===== src/design/sfd_pkg.sv =====
// ----------------------------------------------------------------------------
// sfd_pkg: shared constants for the sorting store
// Beat widths and field positions used by the top level and its checker.
// ----------------------------------------------------------------------------
package sfd_pkg;

  localparam int DATA_W      = 32;
  localparam int OUT_TUSER_W = 2;
  localparam int TUSER_DUP   = 0;
  localparam int TUSER_OVF   = 1;

  typedef logic signed [DATA_W-1:0] data_t;

endpackage


===== src/design/sort_and_flag_duplicates.sv =====
// ----------------------------------------------------------------------------
// sort_and_flag_duplicates: insertion-sorting store with duplicate flags
// Collects signed values into an ascending store; on the last beat of a set
// streams the store out in order, flagging repeats and capacity overflow.
// ----------------------------------------------------------------------------
// Channel | Direction | tdata              | tuser                        | tlast
// in_     | slave     | value[31:0]        | -                            | last
// out_    | master    | value_res[31:0]    | [0] is_duplicate [1] overflow| last_res
//
// Insertion: one compare unit and one memory port walk the store from the top
// down: an empty or full store takes the beat in ST_IDLE; else each greater entry
// is read (ST_RD) and moved up (ST_CMP), the value landing above the first entry
// not greater or at slot 0 (ST_PLACE). Readout: ST_OUT_RD, ST_OUT_LD, ST_OUT_WAIT.
// in_tready is high only while idle; a stalled result holds in the output
// register. Reset (rst_n low, synchronous) empties the store; no clearing pass.
module sort_and_flag_duplicates #(
  parameter int CAPACITY = 16
) (
  input  logic                             clk,
  input  logic                             rst_n,
  input  logic                             in_tvalid,
  output logic                             in_tready,
  input  logic [sfd_pkg::DATA_W-1:0]       in_tdata,   // [31:0] value
  input  logic                             in_tlast,
  output logic                             out_tvalid,
  input  logic                             out_tready,
  output logic [sfd_pkg::DATA_W-1:0]       out_tdata,  // [31:0] value_res
  output logic [sfd_pkg::OUT_TUSER_W-1:0]  out_tuser,  // [0] is_duplicate, [1] overflow
  output logic                             out_tlast
);
  import sfd_pkg::*;

  localparam int AW = (CAPACITY > 1) ? $clog2(CAPACITY) : 1;
  localparam int CW = $clog2(CAPACITY + 1);

  typedef enum logic [2:0] {
    ST_IDLE,
    ST_RD,
    ST_CMP,
    ST_PLACE,
    ST_OUT_RD,
    ST_OUT_LD,
    ST_OUT_WAIT
  } state_t;

  state_t          state_r, state_nxt;
  logic [CW-1:0]   fill_r, fill_nxt;
  logic            ovf_r, ovf_nxt;
  logic [AW-1:0]   idx_r, idx_nxt;
  logic [AW-1:0]   k_r, k_nxt;
  data_t           v_r, v_nxt;
  logic            last_r, last_nxt;
  data_t           prev_r, prev_nxt;
  data_t           out_data_r, out_data_nxt;
  logic            out_valid_r, out_valid_nxt;
  logic            out_dup_r, out_dup_nxt;
  logic            out_last_r, out_last_nxt;
  logic            out_ovf_r, out_ovf_nxt;

  data_t           store_mem [CAPACITY];
  data_t           rd_data_r;
  logic [AW-1:0]   rd_addr;
  logic            wr_en;
  logic [AW-1:0]   wr_addr;
  data_t           wr_data;
  logic            in_fire;
  logic            cmp_gt;

  assign in_tready  = (state_r == ST_IDLE);
  assign in_fire    = in_tvalid && in_tready;
  assign rd_addr    = (state_r == ST_OUT_RD) ? k_r : idx_r;
  assign cmp_gt     = (rd_data_r > v_r);

  assign out_tvalid = out_valid_r;
  assign out_tdata  = out_data_r;
  assign out_tlast  = out_last_r;
  assign out_tuser[TUSER_DUP] = out_dup_r;
  assign out_tuser[TUSER_OVF] = out_ovf_r;

  always_ff @(posedge clk) begin
    if (wr_en) begin
      store_mem[wr_addr] <= wr_data;
    end
    rd_data_r <= store_mem[rd_addr];
  end

  always_comb begin
    state_nxt     = state_r;
    fill_nxt      = fill_r;
    ovf_nxt       = ovf_r;
    idx_nxt       = idx_r;
    k_nxt         = k_r;
    v_nxt         = v_r;
    last_nxt      = last_r;
    prev_nxt      = prev_r;
    out_data_nxt  = out_data_r;
    out_valid_nxt = out_valid_r;
    out_dup_nxt   = out_dup_r;
    out_last_nxt  = out_last_r;
    out_ovf_nxt   = out_ovf_r;
    wr_en         = 1'b0;
    wr_addr       = '0;
    wr_data       = v_r;

    case (state_r)
      ST_IDLE: begin
        if (in_fire) begin
          v_nxt    = data_t'(in_tdata);
          last_nxt = in_tlast;
          k_nxt    = '0;
          if (fill_r == CW'(CAPACITY)) begin
            ovf_nxt   = 1'b1;
            state_nxt = in_tlast ? ST_OUT_RD : ST_IDLE;
          end else if (fill_r == '0) begin
            wr_en     = 1'b1;
            wr_addr   = '0;
            wr_data   = data_t'(in_tdata);
            fill_nxt  = fill_r + CW'(1);
            state_nxt = in_tlast ? ST_OUT_RD : ST_IDLE;
          end else begin
            idx_nxt   = AW'(fill_r - CW'(1));
            state_nxt = ST_RD;
          end
        end
      end
      ST_RD: begin
        state_nxt = ST_CMP;
      end
      ST_CMP: begin
        wr_en   = 1'b1;
        wr_addr = idx_r + AW'(1);
        if (cmp_gt) begin
          wr_data = rd_data_r;
          if (idx_r == '0) begin
            state_nxt = ST_PLACE;
          end else begin
            idx_nxt   = idx_r - AW'(1);
            state_nxt = ST_RD;
          end
        end else begin
          wr_data   = v_r;
          fill_nxt  = fill_r + CW'(1);
          state_nxt = last_r ? ST_OUT_RD : ST_IDLE;
        end
      end
      ST_PLACE: begin
        wr_en     = 1'b1;
        wr_addr   = '0;
        wr_data   = v_r;
        fill_nxt  = fill_r + CW'(1);
        state_nxt = last_r ? ST_OUT_RD : ST_IDLE;
      end
      ST_OUT_RD: begin
        state_nxt = ST_OUT_LD;
      end
      ST_OUT_LD: begin
        out_data_nxt  = rd_data_r;
        out_dup_nxt   = (k_r != '0) && (rd_data_r == prev_r);
        out_last_nxt  = (CW'(k_r) + CW'(1) == fill_r);
        out_ovf_nxt   = ovf_r;
        out_valid_nxt = 1'b1;
        prev_nxt      = rd_data_r;
        state_nxt     = ST_OUT_WAIT;
      end
      ST_OUT_WAIT: begin
        if (out_tready) begin
          out_valid_nxt = 1'b0;
          if (out_last_r) begin
            fill_nxt  = '0;
            ovf_nxt   = 1'b0;
            state_nxt = ST_IDLE;
          end else begin
            k_nxt     = k_r + AW'(1);
            state_nxt = ST_OUT_RD;
          end
        end
      end
      default: begin
        state_nxt = ST_IDLE;
      end
    endcase
  end

  always_ff @(posedge clk) begin
    if (!rst_n) begin
      state_r     <= ST_IDLE;
      fill_r      <= '0;
      ovf_r       <= 1'b0;
      out_valid_r <= 1'b0;
      k_r         <= '0;
    end else begin
      state_r     <= state_nxt;
      fill_r      <= fill_nxt;
      ovf_r       <= ovf_nxt;
      out_valid_r <= out_valid_nxt;
      k_r         <= k_nxt;
    end
    idx_r      <= idx_nxt;
    v_r        <= v_nxt;
    last_r     <= last_nxt;
    prev_r     <= prev_nxt;
    out_data_r <= out_data_nxt;
    out_dup_r  <= out_dup_nxt;
    out_last_r <= out_last_nxt;
    out_ovf_r  <= out_ovf_nxt;
  end

endmodule


===== config.mk =====
export PLATFORM = sky130hd
export DESIGN_NAME = sort_and_flag_duplicates
export DESIGN_NICKNAME = d
export VERILOG_FILES = /design/src/design/sfd_pkg.sv /design/src/design/sort_and_flag_duplicates.sv
export SDC_FILE = /design/constraint.sdc
export NUM_CORES = 1
export LEC_CHECK = 0
export BUFFER_PORTS_ARGS = -buffer_cell sky130_fd_sc_hd__buf_4
export CAP_MARGIN = 20
export CORE_ASPECT_RATIO = 0.7
export CORE_MARGIN = 2
export CORE_UTILIZATION = 62
export CTS_CLUSTER_SIZE = 30
export DETAILED_ROUTE_END_ITERATION = 7
export PLACE_DENSITY = 0.85
export REMOVE_ABC_BUFFERS = 1
export SLEW_MARGIN = 20
export SYNTH_ARGS = -nofsm -noshare
export SYNTH_HDL_FRONTEND = slang
export SYNTH_SLANG_ARGS = --single-unit

===== constraint.sdc =====
create_clock -name clk -period 4.9 [get_ports clk]
set_input_delay 0.245 -clock clk [delete_from_list [all_inputs] [get_ports clk]]
set_output_delay 0.245 -clock clk [all_outputs]
set_load 0.01 [all_outputs]

# ---- Yosys cells after proc, flatten, opt, wreduce, memory -nomap -nowiden
# Memories as Yosys holds them, arrays and structs flattened. A register that Yosys moved wholly into a read port is not among the register bits.
# Cells that the tools add are included.
dict set report totals {
  ram_bits 512
  latchBits 0
  n_memories 1
  input_bits 37
  wordCells 105
  output_inout_bits 37
  ff_bits 86
  rom_bits 0
}
dict set report classes {
  order_cmp 1
  muxes 47
  shifts 0
  n_eq_ne 20
  n_div 0
  mul 0
  n_reduce_logical 18
  bitwise 0
  n_addsub 6
}
# memory words width rd rd_clocked_by_memory_dff write_ports line_no
set memory_table {}
lappend memory_table {store_mem 16 32 1 1 1 sort_and_flag_duplicates.sv:60} ;# data_t store_mem [CAPACITY];
# operator n
set ops {}
lappend ops {{$mux 32} 4}
lappend ops {{$pmux 32 s2} 1}
lappend ops {{$mux 4} 10}
lappend ops {{$eq 32x32->1} 1}
lappend ops {{$gt 32x32->1} 1}
lappend ops {{$mux 5} 6}
lappend ops {{$mux 3} 8}
lappend ops {{$pmux 3 s7} 1}
lappend ops {{$pmux 5 s4} 1}
lappend ops {{$ne 2x2->1 const B} 8}
lappend ops {{$pmux 4 s2} 2}
lappend ops {{$mux 1} 10}
lappend ops {{$eq 3x3->1 const B} 3}
lappend ops {{$add 4x1->4 const B} 2}
lappend ops {{$reduce_bool 4->1} 2}
lappend ops {{$sub 4x1->4 const B} 2}
lappend ops {{$reduce_and 7->1} 1}
lappend ops {{$eq 3x2->1 const B} 2}
lappend ops {{$ne 2x1->1 const B} 3}
lappend ops {{$pmux 1 s2} 3}
lappend ops {{$reduce_and 2->1} 3}
lappend ops {{$reduce_and 6->1} 1}
lappend ops {{$reduce_bool 2->1} 3}
lappend ops {{$add 4x1->5 const B} 1}
lappend ops {{other kinds (12)} 13}

# ---- Depth between registers and ports, before layout
dict set report logic_depth {
  depth_word 7
  mapped_depth 11
  mapped_depth_nobuf 10
}

# ---- Worst setup path after synthesis
# OpenSTA, ideal clock, no wires.
dict set report synth_timing {
  path_type {register to register}
  from {register state_r[0]}
  to {memory store_mem[0][0] in the netlist's numbering (enable)}
  period_less_slack_ns 3.480
  arrival_time_ns 3.059
  path_buffers 2
  required_time_ns 4.479
  slack_ns 1.420
  setup_time_ns 0.421
  path_stages_with_launch 8
  path_cell_list {dfxtp_1 > buf_2 > nor3_2 > nand2_1 > nor3_2 > clkbuf_1 > a21oi_1 > nor2_1}
}
dict set report synth_between {
  elab_chain_len 6
  word_cells_on_any_way 10
  cone_classes {eq/ne: 2; mux: 5; reduce/logical: 3}
}
# element line_no
set synth_rtl {}
lappend synth_rtl {{start, declared} sort_and_flag_duplicates.sv:46} ;# state_t state_r, state_nxt;
lappend synth_rtl {{start signal, assigned} sort_and_flag_duplicates.sv:192} ;# state_r <= state_nxt;
lappend synth_rtl {{$logic_not 3->1 *} sort_and_flag_duplicates.sv:69} ;# assign in_tready = (state_r == ST_IDLE);
lappend synth_rtl {{net in_tready} sort_and_flag_duplicates.sv:22} ;# output logic in_tready,
lappend synth_rtl {{$logic_and 1x1->1} sort_and_flag_duplicates.sv:70} ;# assign in_fire = in_tvalid && in_tready;
lappend synth_rtl {{$mux 1} sort_and_flag_duplicates.sv:107} ;# if (in_fire) begin
lappend synth_rtl {{$pmux 1 s2 *} sort_and_flag_duplicates.sv:105} ;# case (state_r)
lappend synth_rtl {{$mux 1 *} sort_and_flag_duplicates.sv:81} ;# if (wr_en) begin
lappend synth_rtl {{$mux 1 (implied by the code) *} sort_and_flag_duplicates.sv:82} ;# store_mem[wr_addr] <= wr_data;
lappend synth_rtl {{end, declared} sort_and_flag_duplicates.sv:60}
# The timed path passes the listed nets; every way through them passes the cells marked *.

# ---- Worst setup path in the final report
dict set report layout_timing {
  from {register rd_data_r[17], read port of store_mem}
  to {memory store_mem[3][25] in the netlist's numbering, data pin}
}
dict set report layout_between {
  elab_chain_len 3
}
# element line_no
set layout_rtl {}
lappend layout_rtl {{start, declared} sort_and_flag_duplicates.sv:61} ;# data_t rd_data_r;
lappend layout_rtl {{$gt 32x32->1} sort_and_flag_duplicates.sv:72} ;# assign cmp_gt = (rd_data_r > v_r);
lappend layout_rtl {{$mux 32} sort_and_flag_duplicates.sv:132} ;# if (cmp_gt) begin
lappend layout_rtl {{$pmux 32 s2} sort_and_flag_duplicates.sv:105}
lappend layout_rtl {{net wr_data[25]} sort_and_flag_duplicates.sv:65} ;# data_t wr_data;
# The timed path passes the listed nets, and every way through them passes these cells.

==> metrics.txt <==
CTS tree=yes; filler cell count=2473; relative slew slack=23.7%; Leakage Power=9.88 nW; Clk pwr share=24.4%; layout cells sized above 1=11.8%; vias in the first global route=16100; EDFF count, synth=584; Seq cells post-synth=630; CP endpoint kind=register; CTS clk-pin slew, worst paths=60 ps; Max-Cap Viols=0; R2R Setup Slk=1020 ps; CP arrival=4150 ps; Seq/Total Area, Yosys=70.9%; Synth Area in Compound Gates=13.0%; clock skew=20.2 ps; Comb pwr share=33.7%; RSZ-0062 raised after global routing=false; total die area=43700 sq um; crit share post-route=79.3%; Worst Path Required=5160 ps; Max Slew Vio Count=0; Final Core Density=71.7%; clock root buffer=clkbuf_16; syn avg cell area=13.7 sq um; DRC marker count from the first detailed-route iteration=2811; Final Hold Fails=0; Ant. Diodes=0; setup TNS=0 ps; worst-margin pin slew=1120 ps; Remaining Overflow, GRT=0; Die H=175 um; most numerous cell in the Yosys netlist=edfxtp_1; initial antenna violation count=0; Crit-path slowest cell=o41ai_4; input/output buffers=73; number of detailed-route iterations in the first pass=6; Post-Synth XOR/XNOR Area=1.35%; GRT Total Usage=30.3%; mapped cell area=26000 sq um; drt drc=0; first-pass GRT wire length=98600 um; largest family of logic cells by synthesized area=compound AO/OA/AOI/OAI gates; clock sink count=630; Post-synth ARST share=0%; sequential share of power=41.8%; Via density=6.67; Core ar.=41200 sq um; placer congestion estimate=0.924; post-synth top area share=67.3%; adder-cell share of the synthesized area=1.87%; Area Overhead vs Synth=13.4%; NumNets Final=2055; Sw Ratio=36.0%; Starting Density=63.2%; Die Wd=249 um; I/O pins=74; Worst-Skew Late Latency=610 ps; CP Launch Type=register; CTS Buf Count=56; total power=0.0186 W; Synthesis Warnings=0; critical path class=reg2reg; clock buffer depth=3; Final HPWL DP=38400 um; maximum number of pins on one net before global-route repair=99; Final Setup Violations=0; Synth cell types=63; minimum clock period=3880 ps; f_max=257 MHz; area leader, netlist=edfxtp_1; Final ANT Viol Nets=0; DR vias=17100; H-tree levels=2; peak supply drop=356 uV; row cnt=62; max incr delay on CP=830 ps; Cell Pwr Density=628 nW/um^2; top post-synthesis cells by count=edfxtp_1, nand2_1, a211oi_1, a21oi_1, clkbuf_1; largest cells by area after synthesis=edfxtp_1, a211oi_1, nand2_1; simple-gate share of the synthesized area=9.77%; internal power=0.0119 W; mux contribution to synthesized area=0.235%; switching power=0.00668 W; final wirelength=66600 um; Crit Path Max Fanout=20; run status=completed; DR WL/cell=25.9 um; Gate Count Post-Synth=1905; ys flop type=edfxtp_1; most used cell, CP=a21oi_1; crit path cell chain=ha_1 > a21oi_1 > o21ai_0 > nand2_1 > nand4_1 > a21oi_4 > o41ai_4 > buf_4 > a21oi_1 > a221o_1; worst hold path class=in2reg
==> flip-flops by register name, indices dropped and copies added, names as in the netlist <==
| name | flops |
|---|---|
| store_mem | 512 |
| out_dup_r | 1 |
| fill_r | 5 |
| out_tdata | 32 |
| rd_data_r | 32 |
| out_tlast | 1 |
| k_r | 4 |
| ovf_r | 1 |
| v_r | 32 |
| last_r | 1 |
| state_r | 3 |
| out_ovf_r | 1 |
| idx_r | 4 |
| out_tvalid | 1 |
==> through the flow <==
stage | setup WS (ps) | instance area [sq um] | hold slack, ps | cells
CTS | 1130 | 29500 | 36.2 | 2568
global placement | 1250 | 27300 | 426 | 2430
detailed placement | 1150 | 27300 | 436 | 2430
floorplan | -6600 | 25500 | 344 | 1773
global route | 912 | 29500 | 62.4 | 2569
finish | 1020 | 29500 | 57.8 | 2569
==> cell type report <==
type	instances	area, sq um	share of cell area, %
Clock inverter	25	317	1.07
Timing Repair Buffer	148	1300	4.41
Multi-Input combinational cell	1099	7020	23.8
Inverter	44	165	0.559
Clock buffer	79	1590	5.38
Tap cell	544	681	2.30
Sequential cell	630	18500	62.5
==> per-layer routing <==
metal | global-route usage (%) | wire length [um] | share of wire, %
met3 | 6.89 | 8530 | 13
met1 | 42.9 | 25100 | 38
met5 | 0 | 0 | 0
met4 | 14.4 | 3250 | 4.9
met2 | 45.4 | 29700 | 45
==> what timing repair did <==
action                                  CTS  global route
hold buffers                             34             0
gates resized for setup                   0             0
endpoints found under the setup margin    0             0
buffers inserted                          0             0
hold endpoints to repair                 42             0
==> power groups by stage <==
stage	logic [W]	clock network (W)	registers (W)
global placement	0.00571	0	0.00781
detailed placement	0.00597	0	0.00785
global route	0.00673	0.00475	0.00780
finish	0.00626	0.00453	0.00776
floorplan	0.00402	0	0.00771
CTS	0.00610	0.00456	0.00775
==> kinds of logic (layout without fill, tap and decap cells) <==
group	count (synthesis)	after routing
flops	630	630
fa+ha+maj	39	39
xor+xnor	40	40
buf+inv	176	296
compound gates	479	479
simple gates	535	535
mux	6	6
==> worst max-delay path, delay by kind of cell (launching register included) <==
family	cells	cell delay, ps
AO/OA/AOI/OAI	6	2040
buffers and inverters	1	440
AND/OR/NAND/NOR	2	370
flip-flops	1	360
adder cells (fa/ha/maj)	1	330
==> worst paths after layout <==
kind	startpoint	end	cells after the start
hold / removal	out_tready	state_r[0]	3
hold reg to reg	ovf_r	out_ovf_r	0
setup reg to reg	rd_data_r[17]	store_mem[3][25]	10
setup / recovery	rd_data_r[17]	store_mem[3][25]	10
==> placed cells by master, fill, tap and decap left out, types with 33 or more instances in the layout <==
| cell type | netlist | routed |
|---|---|---|
| a211oi_1 | 161 | 161 |
| a21oi_1 | 121 | 119 |
| a221o_1 | 33 | 33 |
| a311oi_1 | 64 | 64 |
| a31oi_1 | 68 | 68 |
| and2_0 | 73 | 73 |
| and2_1 | 60 | 59 |
| buf_4 | 2 | 105 |
| clkbuf_16 | 0 | 57 |
| dfxtp_1 | 46 | 46 |
| dlygate4sd3_1 | 0 | 34 |
| edfxtp_1 | 584 | 584 |
| ha_1 | 39 | 39 |
| inv_1 | 43 | 42 |
| nand2_1 | 294 | 294 |
Power figures use the tool's default switching activity.
